**src/rtl/bas_pkg.sv**
```systemverilog
// Shared types, widths and helper functions for the bearing and avoidance steering block.
package bas_pkg;

  // Fixed datapath widths (independent of coordinate width)
  localparam int RAD_W      = 64;  // scaled squared length fed to the root chain
  localparam int REM_W      = 34;  // root partial remainder
  localparam int ROOT_W     = 32;  // vector length, 15+ fraction bits
  localparam int NUM_W      = 54;  // cosine dividend
  localparam int QUO_W      = 24;  // cosine quotient, unsigned Q8.16
  localparam int DREM_W     = 32;  // divider partial remainder
  localparam int SQRT_STEPS = 32;
  localparam int DIV_STEPS  = 24;
  localparam int ANG_W      = 10;  // angles 0..719 in intermediate math

  localparam logic [QUO_W-1:0] COS_MAX = 24'd6553600;  // 100.0 in Q8.16
  localparam logic [QUO_W-1:0] SEG1    = 24'd3932160;  // 60.0
  localparam logic [QUO_W-1:0] SEG2    = 24'd5898240;  // 90.0
  localparam logic [QUO_W-1:0] SEG3    = 24'd6488064;  // 99.0

  localparam logic [ANG_W-1:0] DEG_90  = 10'd90;
  localparam logic [ANG_W-1:0] DEG_180 = 10'd180;
  localparam logic [ANG_W-1:0] DEG_270 = 10'd270;
  localparam logic [ANG_W-1:0] DEG_360 = 10'd360;

  // Per-item side information that travels with the datapath
  typedef struct packed {
    logic       action;
    logic [8:0] heading;
    logic       dx_neg;
    logic       dz_neg;
    logic       zero;
  } side_t;

  // Floor of v/5, exact for v below 1024
  function automatic logic [7:0] div5(input logic [9:0] v);
    logic [17:0] p;
    begin
      p = 18'(v) * 18'd205;
      div5 = p[17:10];
    end
  endfunction

  // Angle c lies on the arc from a to b
  function automatic logic in_arc(input logic [ANG_W-1:0] a, input logic [ANG_W-1:0] b,
                                  input logic [ANG_W-1:0] c);
    begin
      if (a < b) in_arc = (c >= a) && (b >= c);
      else       in_arc = (b >= c) || ((c >= a) && (c <= DEG_360));
    end
  endfunction

  // Add an offset below 360 and wrap once
  function automatic logic [ANG_W-1:0] wrap_add(input logic [ANG_W-1:0] a,
                                                input logic [ANG_W-1:0] b);
    logic [ANG_W-1:0] s;
    begin
      s = a + b;
      wrap_add = (s >= DEG_360) ? s - DEG_360 : s;
    end
  endfunction

endpackage

```
**src/rtl/bas_sqrt_cell.sv**
```systemverilog
// One cell of the square root chain: resolves one root bit per cycle.
module bas_sqrt_cell (
  input  logic                          clk,
  input  logic                          rst,
  input  logic                          in_valid,
  input  bas_pkg::side_t                in_side,
  input  logic [bas_pkg::RAD_W-1:0]     in_rad,
  input  logic [bas_pkg::REM_W-1:0]     in_rem,
  input  logic [bas_pkg::ROOT_W-1:0]    in_root,
  input  logic [bas_pkg::NUM_W-1:0]     in_num,
  output logic                          out_valid,
  output bas_pkg::side_t                out_side,
  output logic [bas_pkg::RAD_W-1:0]     out_rad,
  output logic [bas_pkg::REM_W-1:0]     out_rem,
  output logic [bas_pkg::ROOT_W-1:0]    out_root,
  output logic [bas_pkg::NUM_W-1:0]     out_num
);

  logic [bas_pkg::REM_W+1:0] cur, trial;
  logic                      ge;

  // Bring down two radicand bits and try the next root bit
  always_comb begin
    cur   = {in_rem, in_rad[bas_pkg::RAD_W-1 -: 2]};
    trial = (bas_pkg::REM_W+2)'({in_root, 2'b01});
    ge    = cur >= trial;
  end

  // Advance to the neighbor cell
  always_ff @(posedge clk) begin
    if (rst) out_valid <= 1'b0;
    else     out_valid <= in_valid;
    out_side <= in_side;
    out_rad  <= in_rad << 2;
    out_rem  <= ge ? bas_pkg::REM_W'(cur - trial) : bas_pkg::REM_W'(cur);
    out_root <= {in_root[bas_pkg::ROOT_W-2:0], ge};
    out_num  <= in_num;
  end

endmodule

```
**config.mk**
```make
export PLATFORM = sky130hd
export DESIGN_NAME = bas_sqrt_cell
export DESIGN_NICKNAME = d
export VERILOG_FILES = /design/src/rtl/bas_pkg.sv /design/src/rtl/bas_sqrt_cell.sv
export SDC_FILE = /design/constraint.sdc
export NUM_CORES = 1
export LEC_CHECK = 0
export BUFFER_PORTS_ARGS = -buffer_cell sky130_fd_sc_hd__buf_4
export CAP_MARGIN = 5
export CORE_AREA = 5 5 150 152
export DETAILED_ROUTE_END_ITERATION = 16
export DIE_AREA = 0 0 155 157
export PLACE_DENSITY_LB_ADDON = 0.08
export SLEW_MARGIN = 5
export SYNTH_ARGS = -nofsm -noshare
export SYNTH_HDL_FRONTEND = slang
export SYNTH_SLANG_ARGS = --single-unit
export TNS_END_PERCENT = 20
```
**constraint.sdc**
```tcl
create_clock -name clk -period 2.93 [get_ports clk]
set_clock_uncertainty 0.05 [all_clocks]
set_input_delay 0.293 -clock clk [delete_from_list [all_inputs] [get_ports clk]]
set_output_delay 0.293 -clock clk [all_outputs]
set_load 0.1 [all_outputs]
```
==> flow_results.org, run 1 <==
** Power
- Leakage power total :: roughly 0.0058 uW
- VDD sags by at most 379 uV.
- Pwr per Cell Area :: around 700 mW/mm2
- Summing internal, switching and leakage power gives ~8400 uW.

** STA
- The hold violation total from the final report was 0.
- Setup violations remaining at the end of the flow were counted as 0.
- Max Transition Viols Final :: 0
- Timing would allow up to between 0.3 and 0.4 GHz.
- Fin crit share :: between 90 and 100%
- Setup repair after global routing could not meet its margin everywhere.
- Setup tns final :: 0 ns
- Final hold analysis gives a worst-case slack of roughly 0.019 ns.
- Minimum clock period after layout :: roughly 2.8 ns

** Cells and area
- After routing the design area is ~0.012 mm2.
- The filler cells instantiated in the layout total around 1800.
- After the last flow step, the layout net total stands at 1392.
- Area of the multi-input gates :: 0.00227 mm2
- The area growth from synthesis to layout is 88.8%.
- Ratio of cells with drive above 1 in the final layout :: 40.6%
- Sequential cell area :: 0.00392 mm2

** Die
- Width of the die :: 155 um
- After floorplanning, the core was divided into 53 placement rows.
- Die Y :: roughly 160 um
- Total Die Area :: 0.0243 mm2
- For this configuration, the core starts out at a cell density of 30.6%.
- approximately 400 I/O pins were placed.
- Core Footprint :: about 0.021 mm2

** Drt
- The detail route stage leaves a number of antenna-violating nets equal to 0.
- Total wire length :: roughly 25000 um
- Total vias in the final route :: slightly above 6000
- Detail-routed via count per cell :: about 4.3
- Total DRC errors in the routed layout :: 0
- Number of detailed-routing iterations run before antenna repair :: 4
- Initial detailed-routing violation count :: ~160
- Post-detailed-route wirelength per cell :: roughly 18 um

** Clock tree
- The H-tree generated during clock tree synthesis spans 4 levels.
- Counting the buffers created by CTS gives 17.
- Clock Sinks :: between 150 and 200
- CTS tree :: done
- Deepest clock path buffer count :: 2
- The root buffer cell chosen for the clock tree is clkbuf_16.
- Clock transition time at the flip-flop clock pins of the worst setup and hold paths :: approximately 0.08 ns

** Critical path
- CP cell instances :: dlygate4sd3_1 -> buf_4 -> inv_1 -> ha_1 -> a21o_1 -> or3_1 -> o21a_1 -> a311oi_4 -> o21ai_2 -> a31oi_4 -> mux2i_1 -> a31o_1
- Slowest Stage Delay on Critical Path :: around 0.53 ns
- The largest individual stage delay along the critical path comes from the cell dlygate4sd3_1.
- Data on the critical path arrives at its endpoint at 3.12 ns.
- The critical path in this run is classified as input port to register.
- Element type at the critical path start :: input port
- STA classifies the critical path endpoint as a register.
- Data on the critical path is required at its endpoint by approximately 3.3 ns.
- Crit-path max FO :: 4

** Place
- Port Buffer Count :: ~400
- Detail Placement HPWL :: 19100 um
- The placed instances occupy a cell area of ~0.0098 mm2.
- Routability-driven placement finished with a final weighted congestion of 0.795.

** Yosys
- Number of storage elements in the synthesis netlist :: around 200
- Ranking of synthesized cells by area :: dfxtp_1 61%, ha_1 6.6%, nand2_1 3.4%
- Post-synth EDFFs :: 0
- Mean post-synth cell area :: around 11 um2
- Post-Synthesis Cell Area :: approximately 0.0064 mm2
- The netlist uses 62 different library cells.
- Post-Synthesis Cells :: around 580
- Of all cell types, the one taking the most synthesized area is dfxtp_1.
- Yosys warns :: 0
- Area fraction of the dominant cell type after synthesis :: slightly above 60%
- Most instantiated library cell after synthesis :: dfxtp_1
- Sequential-to-total area share from yosys stat :: 61.3%
- For this run, asynchronously set or reset flops after synthesis account for 0%.
- The commonest cells after synthesis are 196 x dfxtp_1, 58 x nand2_1, 42 x inv_1.
- Top FF cell, synth :: dfxtp_1

** Outcome
- The run finished with clean final reports.

** Global routing
- The total overflow left after global routing is 0.
- The first global-routing pass estimated between 30000 and 40000 um of wire.
- For met2 alone, demand over resource in global routing was 36.5%.
- The initial antenna violation count is 2.
- Vias in the first global route :: between 6000 and 7000
- Global routing consumed, over all layers together, between 20% and 30% of the routing resources.
- Largest net degree at the start of global routing :: 29
- For met3 alone, demand over resource in global routing was ~6.6%.
- Peak-usage layer in the global routing report :: met2
- Met1 capacity usage during global routing :: approximately a fifth

** Hold path
- Along the worst hold path, the cell count comes to 3.
- Type of the worst min-delay path :: input port to register

** Run
- The tool flagged a number of max-cap violations equal to 0.
-- cell type report --
type,instances,share of cell area (%)
clock buffers,18,3.63
well taps,275,2.85
repair buffers,578,39.4
flip-flops and latches,196,32.5
diodes,1,0.0207
multi-input cells,322,18.8
inverters,43,1.35
clock inverters,14,1.45
-- final timing paths --
| check | start | to | slack (ns) |
|---|---|---|---|
| min | in_rem[12] | out_rem[14]$_DFF_P_ | 0.02 |
| max | in_root[3] | out_rem[26]$_DFF_P_ | 0.13 |
-- routing by layer --
metal,wire length (um),up-vias
met4,981,2
met1,9460,2809
met3,1790,49
met5,13,-
met2,13200,232
li1,-,3113
-- cell usage in the layout (no fill, tap or decap), types with 3 or more instances in the layout --
| cell type | n |
|---|---|
| and3_2 | 3 |
| nor3_1 | 10 |
| clkinv_8 | 4 |
| a21oi_1 | 27 |
| nand2b_1 | 5 |
| inv_6 | 4 |
| o31ai_1 | 4 |
| xnor2_1 | 14 |
| mux2i_1 | 4 |
| xor2_1 | 13 |
| nand3_1 | 6 |
| inv_8 | 3 |
| dfxtp_1 | 196 |
| o21ai_1 | 5 |
| clkbuf_16 | 17 |
| and2_1 | 3 |
| nand4_1 | 6 |
| buf_4 | 413 |
| a31oi_1 | 4 |
| inv_1 | 42 |
| ha_1 | 31 |
| a21o_1 | 19 |
| dlygate4sd3_1 | 163 |
| o21ai_0 | 40 |
| nor2_1 | 18 |
| nand2_1 | 58 |
| ha_2 | 3 |
-- timing repair --
item	4_1_cts	5_1_grt
resized for setup	0	10
setup endpoints to repair	0	24
hold endpoints to repair	163	0
setup buffers	0	2
hold buffers	163	0
-- critical path, delay by kind of cell --
kind	cells	cell delay, ns
buffers and inverters	3	0.66
AND/OR/NAND/NOR	1	0.30
adder cells (fa/ha/maj)	1	0.32
multiplexers	1	0.21
AO/OA/AOI/OAI	6	1.33
-- flip-flops by register name (all words and copies together), names as in the netlist --
name       cells
out_num       54
out_rad       62
out_root      32
out_rem       34
out_side      13
out_valid      1
-- stage by stage --
step                cells  setup WS [ns]  util, %
floorplan             577          0.483        -
global placement     1249          0.163     46.8
detailed placement   1249         0.0956     46.8
CTS                  1444        0.00966     57.5
global route         1447       -0.00899     57.8
finish               1447          0.135     57.8
-- kinds of logic after synthesis --
kind of cell	synth area share, %
flops	61.3
xor+xnor	3.69
fa+ha+maj	6.65
simple gates	8.85
other cells	0.0586
buf+inv	4.03
mux	0.860
compound gates	14.6
-- report_power, final --
| part | leakage, uW | total [uW] | internal [uW] | switching, uW |
|---|---|---|---|---|
| registers | 0.00165 | 2950 | 2890 | 62.5 |
| clock network | 0.000299 | 2380 | 1190 | 1190 |
| logic | 0.00387 | 3040 | 839 | 2200 |
| total | 0.00582 | 8370 | 4920 | 3450 |
Power figures use the tool's default switching activity.
==> run 2, diff against run 1 <==
==> constraint.sdc (replaced) <==
create_clock -name clk -period 2.93 [get_ports clk]
set_clock_uncertainty 0.05 [all_clocks]
set_input_delay 0.1465 -clock clk [delete_from_list [all_inputs] [get_ports clk]]
set_output_delay 0.1465 -clock clk [all_outputs]
set_load 0.1 [all_outputs]
==> run 2 against run 1 <==
Largest cell class unchanged; total power is 0.17% lower; highest routed layer is now met4; die area unchanged; utilization up 1.0 points; first-iteration DRC count grew 33%; design area is 1.8% higher; worst hold slack better by 0.087 ns; critical endpoint is now out_rem[33]$_DFF_P_; critical path type unchanged.
==> flow_results.org, run 2 (synthesis results as in run 1) <==
** Outcome
- Result of the run: completed (unchanged).

** Place
- Worst-case setup slack after placement :: 0.180 ns (was 0.0956 ns)
- The total of buffers placed on input and output ports was 395 (unchanged).
- Detail Placement HPWL :: 19100 um (about the same)
- The global placement routability congestion was 0.794 (was 0.795).

** Global routing
- The overall fraction of global-route tracks in use came to 19.9% (was 20.1%).
- Number of antenna violations at the first check in global routing :: 3 (was 2)
- Largest net degree at the start of global routing :: 31 (was 29)
- The wire length of the first global-routing pass is 37500 um (was 37600 um).
- The number of global-route vias before repair came to 6553 (was 6579).
- Total congestion overflow :: 0 (unchanged)

** Drt
- The via density per instance came to 4.25 (was 4.29).
- The number of vias after detailed routing was 6261 (was 6205).
- Post-detailed-route wirelength per cell :: 17.2 um (was 17.6 um)
- Initial detailed-routing violation count :: 212 (was 159)
- Total wire length :: 25200 um (was 25400 um)
- The number of nets with antenna violations after routing is 0 (unchanged).
- Total DRC errors in the routed layout :: 0 (unchanged)
- The number of optimization iterations in the first detailed-route pass was 4 (unchanged).

** Die
- Die Y :: 157 um (unchanged)
- The starting utilization of the core area came to 30.6% (unchanged).
- The I/O pin count came to 398 (unchanged).
- The placeable core region was 0.0209 mm2 (unchanged).
- The area of the die came to 0.0243 mm2 (unchanged).
- The number of core rows was 53 (unchanged).
- Width of the die :: 155 um (unchanged)

** Cells and area
- Fillcell total :: 1753 (was 1764)
- Reg with most FFs :: out_rad (unchanged)
- The signed area change from the synthesized netlist to the final layout came to 92.2% (was 88.8%).
- Highest-count cells in the layout ignoring fill and taps :: 403 x buf_4, 196 x dlygate4sd3_1, 196 x dfxtp_1 (was 413 x buf_4, 196 x dfxtp_1, 163 x dlygate4sd3_1)
- The flip-flop count of the largest register after layout was 62 (unchanged).
- Largest regs :: out_rad x62, out_num x54, out_rem x34 (unchanged)
- The number of nets in the layout came to 1415 (was 1392).
- The most common cell after layout, fill and taps aside was buf_4 (unchanged).
- The fraction of layout instances using a drive strength above 1 came to 38.5% (was 40.6%).

** Critical path
- Data required, critical path :: 3.21 ns (was 3.26 ns)
- Kind of critical path :: input port to register (unchanged)
- Arrival time of the worst setup path :: 3.06 ns (was 3.12 ns)
- Element type at the critical path start :: input port (unchanged)
- Origin of the worst setup path :: in_rem[9] (was in_root[3])
- Crit-path max FO :: 7 (was 4)
- Worst Setup End Kind :: register (unchanged)

** STA
- Fin crit share :: 94.8% (was 95.4%)
- Post-route worst setup slack :: 0.152 ns (was 0.135 ns)
- Minimum clock period after layout :: 2.78 ns (was 2.80 ns)
- Peak Freq :: 0.360 GHz (was 0.358 GHz)
- The hold violation total from the final report came to 0 (unchanged).
- Post-Route Hold Slack :: 0.106 ns (was 0.0194 ns)
- Measured against its own limit, the worst slew margin works out to between 60% and 70%.
- Unrepaired setup endpoints after global routing :: false (was true)
- Transition time at the pin with the least slew margin :: between 0.5 and 0.6 ns
- Setup tns final :: 0 ns (unchanged)
- Max Transition Viols Final :: 0 (unchanged)
- The final setup violation count came to 0 (unchanged).

** Hold path
- Worst hold path cell count :: 4 (was 3)
- End of the worst hold path :: out_root[0]$_DFF_P_ (was out_rem[14]$_DFF_P_)
- The worst min-delay path class is input port to register (unchanged).
- The startpoint of the most critical hold path was in_rem[33] (was in_rem[12]).

** Power
- Post-layout total power :: 8360 uW (was 8370 uW)
- The total power per unit cell area was 679 mW/mm2 (was 693 mW/mm2).
- Peak VDD IR :: 342 uV (was 379 uV)
- Leakage power total :: 0.00590 uW (was 0.00582 uW)

** Clock tree
- The clock root buffer was clkbuf_16 (unchanged).
- The level count of the clock H-tree came to 4 (unchanged).
- Number of buffers inserted during clock tree synthesis :: 17 (unchanged)
- Clock Sinks :: 196 (unchanged)
- The TritonCTS clock tree is done (unchanged).
- Deepest clock path buffer count :: 2 (unchanged)
- Clock transition time at the flip-flop clock pins of the worst setup and hold paths :: 0.08 ns (about the same)

** Run
- The number of maximum-capacitance violations was 0 (unchanged).
[run 2: cell count changes in the layout (fill, tap and decap cells not counted), moves of 2 or more]
cell | before | now
diode_2 | 1 | 3
clkinv_8 | 4 | 6
dlygate4sd3_1 | 163 | 196
buf_4 | 413 | 403
ha_2 | 3 | 0
ha_1 | 31 | 34
[run 2: worst max-delay path by stage]
| stage | to | cells past startpoint | slack, ns |
|---|---|---|---|
| 2_1_floorplan | out_rem[27]$_DFF_P_ | 10 | 0.63 |
| 3_3_place_gp | out_rem[33]$_DFF_P_ | 9 | 0.24 |
| 3_5_place_dp | out_rem[13]$_DFF_P_ | 9 | 0.18 |
| 4_1_cts | out_rem[13]$_DFF_P_ | 11 | 0.05 |
| 5_1_grt | out_rem[33]$_DFF_P_ | 11 | 0.01 |
| 6_report | out_rem[33]$_DFF_P_ | 10 | 0.15 |
[run 2: what timing repair did]
item | CTS | global route
setup endpoints to repair | 0 | 17
hold buffers | 196 | 0
buffers inserted | 0 | 4
resized for setup | 0 | 3
hold endpoints to repair | 195 | 0
[run 2: layout make-up]
type	count	area, um2	area share, %
multi-input combinational	322	2230	18.1
sequential	196	3920	31.9
clock buffer	18	429	3.49
clock inverter	14	180	1.46
timing repair buffer	601	5020	40.8
inverter	43	163	1.32
tap	275	344	2.80
antenna	3	7.51	0.0610
[run 2: power by group]
part | internal [uW] | switching [uW]
clock | 1170 | 1200
combinational | 852 | 2190
sequential | 2890 | 60.6
total | 4900 | 3450
[run 2: metrics by stage]
stage               std cells  util, %  area [um2]
detailed placement       1237     46.3        9680
global route             1472     58.9       12300
finish                   1472     58.9       12300
global placement         1237     46.3        9680
floorplan                 577        -        6400
CTS                      1465     58.6       12200
[run 2: routing by layer]
metal  routed length, um  track usage (%)  up-vias
met5                   0                0        -
met4                 857             8.24        0
met3                1660             5.11       36
met2               13200             36.9      222
met1                9480             21.7     2840
li1                    -                -     3163
[run 2: critical path, cell delays in order]
cell	delay, ns
dlygate4sd3_1	0.54
buf_4	0.14
ha_1	0.39
a21o_1	0.23
a31o_1	0.21
a211oi_4	0.34
a2111oi_4	0.14
o41ai_2	0.48
nor3_1	0.14
o41ai_2	0.30
==> run 3, diff against run 2 <==
- clock period: 2.93 -> 2.28 ns (I/O delays scaled with it)
==> run 3 against run 2 <==
Utilization increased by 3.2 points; largest power group unchanged; combinational power is 35% higher; wire length grew 3.0%.
==> flow_results.org, run 3 (synthesis results as in run 1) <==
** Hold path
- The worst min-delay path class is input port to register (unchanged).
- The count of cells along the worst hold path came to 4 (unchanged).

** Drt
- The total length of routed wires is 26000 um (was 25200 um).
- The number of optimization iterations in the first detailed-route pass was 4 (unchanged).
- Total length of routed met3 wires :: 1900 um (was 1660 um)
- The met2 layer wire length in the routed design came to 13500 um (was 13200 um).
- The DRC violation count after routing came to 0 (unchanged).
- Remaining antenna violation count after routing :: 0 (unchanged)
- The wire length on met1 was 9530 um (was 9480 um).
- The via density per instance came to 4.27 (was 4.25).
- The number of vias after detailed routing came to 6617 (was 6261).
- The average wire per cell in the routed design is 16.8 um (was 17.2 um).
- Uppermost layer routed :: met4 (unchanged)
- The DRC marker count from the first detailed-route iteration was 186 (was 212).

** Die
- Width of the die :: 155 um (unchanged)
- Die Y :: 157 um (unchanged)
- Core Footprint :: 0.0209 mm2 (unchanged)
- Standard-cell rows :: 53 (unchanged)
- IO Count :: 398 (unchanged)
- The starting utilization of the core area was 30.6% (unchanged).
- The area of the die was 0.0243 mm2 (unchanged).

** Critical path
- Number of logic stages on the critical path including buffering :: 10 (unchanged)
- CP cell instances: dlygate4sd3_1 -> buf_4 -> ha_1 -> buf_4 -> a21oi_1 -> o221ai_1 -> a211oi_2 -> o21a_4 -> inv_4 -> mux2_4 (was dlygate4sd3_1 -> buf_4 -> ha_1 -> a21o_1 -> a31o_1 -> a211oi_4 -> a2111oi_4 -> o41ai_2 -> nor3_1 -> o41ai_2).
- The longest individual stage delay on the worst path was 0.54 ns (about the same).
- The peak fanout along the critical path came to 9 (was 7).
- Arrival time of the worst setup path :: 2.49 ns (was 3.06 ns)
- Number of buffer and inverter stages on the critical path :: 4 (was 2)
- The nature of the critical path startpoint is an input port (unchanged).
- The kind of cell with the highest combined delay on the critical path was buffers and inverters (was compound AO/OA/AOI/OAI gates).
- Data required, critical path :: 2.56 ns (was 3.21 ns)
- Worst Setup End Kind :: register (unchanged)
- The start-to-end type of the worst setup path is input port to register (unchanged).
- Crit path top cell by count :: buf_4 (was o41ai_2)
- Critical path's slowest cell :: dlygate4sd3_1 (unchanged)

** STA
- Peak Freq :: approximately 0.45 GHz
- The final critical path takes up between 90% and 100% of the cycle.
- Post-Route Hold Slack :: 0.0513 ns (was 0.106 ns)
- The hold violation total from the final report came to 0 (unchanged).
- Max Transition Viols Final :: 0 (unchanged)
- The aggregate negative setup slack was 0 ns (unchanged).
- Final-report setup violation count :: 0 (unchanged)
- The routed design could run at a clock period as short as about 2.2 ns.
- Unrepaired setup endpoints after global routing: false (unchanged).

** Cells and area
- Largest regs :: out_rad x62, out_num x54, out_rem x34 (unchanged)
- Net count of the finished layout :: 1497 (was 1415)
- Area delta synth->final :: 103% (was 92.2%)
- The filler cell count came to 1729 (was 1753).
- Highest-count cells in the layout ignoring fill and taps: 482 x buf_4, 197 x dlygate4sd3_1, 196 x dfxtp_1 (was 403 x buf_4, 196 x dlygate4sd3_1, 196 x dfxtp_1).
- Most common cell after layout, fill and taps aside :: buf_4 (unchanged)
- The final antenna diode count came to 0 (was 3).
- Reg with most FFs :: out_rad (unchanged)
- Layout Cell Area excl Fill :: 0.0130 mm2 (was 0.0123 mm2)
- Flip-flop count of the largest register, all copies and words added :: 62 (unchanged)
- Ratio of cells with drive above 1 in the final layout :: 42.6% (was 38.5%)

** Global routing
- Number of antenna violations at the first check in global routing :: 0 (was 3)
- Global-route wire length before repair :: 38500 um (was 37500 um)
- The number of global-route vias before repair is 6948 (was 6553).
- Largest net degree at the start of global routing :: 30 (was 31)
- Total congestion overflow :: 0 (unchanged)
- GRT Util Overall :: 20.6% (was 19.9%)

** Clock tree
- The clock root buffer is clkbuf_16 (unchanged).
- Clock Sinks :: 196 (unchanged)
- Number of buffers inserted during clock tree synthesis :: 17 (unchanged)
- Number of levels the H-tree was split into :: 4 (unchanged)
- Post-CTS repair timing setup buffer count :: 0 (unchanged)
- The TritonCTS clock tree is done (unchanged).
- Deepest clock path buffer count :: 2 (unchanged)
- The post-CTS clock slew at the launch and capture registers of the worst setup and hold paths came to 0.08 ns (about the same).

** Outcome
- Result of the run :: completed (unchanged)

** Power
- Peak VDD IR :: 446 uV (was 342 uV)
- The sequential cell fraction of total power came to 34.5% (was 35.3%).
- Switching pwr :: 4500 uW (was 3450 uW)
- The switching share of power came to 41.0% (was 41.3%).
- The portion of total power attributed to combinational logic came to 37.2% (was 36.4%).
- Clock power share :: 28.3% (about the same)
- The leakage component of the power is 0.00631 uW (was 0.00590 uW).
- The internal power came to 6490 uW (was 4900 uW).
- The total power per unit cell area came to 848 mW/mm2 (was 679 mW/mm2).

** Place
- Detail Placement HPWL :: 19300 um (was 19100 um)
- The global placement routability congestion was 0.789 (was 0.794).
- Port Buffer Count :: 395 (unchanged)
- The instance area after placement came to 0.0103 mm2 (was 0.00968 mm2).

** Run
- Max-cap viol count :: 0 (unchanged)
-- run 3: what timing repair did --
item	4_1_cts	5_1_grt
setup endpoints to repair	0	31
endpoints found under the hold margin	195	0
gates resized for setup	0	8
hold buffers	197	0
-- run 3: cell type report --
type / count / area (um2) / share of cell area, %
Timing Repair Buffer: 682 / 5650 / 43.6
Sequential cell: 196 / 3920 / 30.3
Multi-Input combinational cell: 323 / 2260 / 17.4
Clock buffer: 18 / 439 / 3.39
Tap cell: 275 / 344 / 2.65
Clock inverter: 14 / 193 / 1.49
Inverter: 43 / 164 / 1.26
-- run 3: power groups by stage --
stage / logic [uW] / clock network, uW / registers [uW]
6_report: 4090 / 3120 / 3790
5_1_grt: 4270 / 3380 / 3820
4_1_cts: 4090 / 3230 / 3790
3_5_place_dp: 3800 / 0 / 3860
3_3_place_gp: 3790 / 0 / 3860
2_1_floorplan: 587 / 0 / 5950
-- run 3: metal layers --
layer | GRT usage (%) | up-vias
li1 | - | 3335
met1 | 21.8 | 3007
met2 | 36.8 | 227
met3 | 6.93 | 48
met4 | 9.63 | 0
met5 | 0 | -
-- run 3: metrics by stage --
stage / cells / setup WS (ns) / total power, uW / util, %
2_1_floorplan: 577 / 0.0124 / 6540 / -
3_3_place_gp: 1320 / -0.361 / 7650 / 49.3
3_5_place_dp: 1320 / -0.366 / 7660 / 49.3
4_1_cts: 1549 / 0.0187 / 11100 / 61.8
5_1_grt: 1551 / 0.0192 / 11500 / 62.1
6_report: 1551 / 0.0724 / 11000 / 62.1
-- run 3: worst paths after layout --
check / from / slack [ns] / endpoint
min: in_rem[32] / 0.05 / out_root[0]$_DFF_P_
max: in_rem[23] / 0.07 / out_rem[27]$_DFF_P_
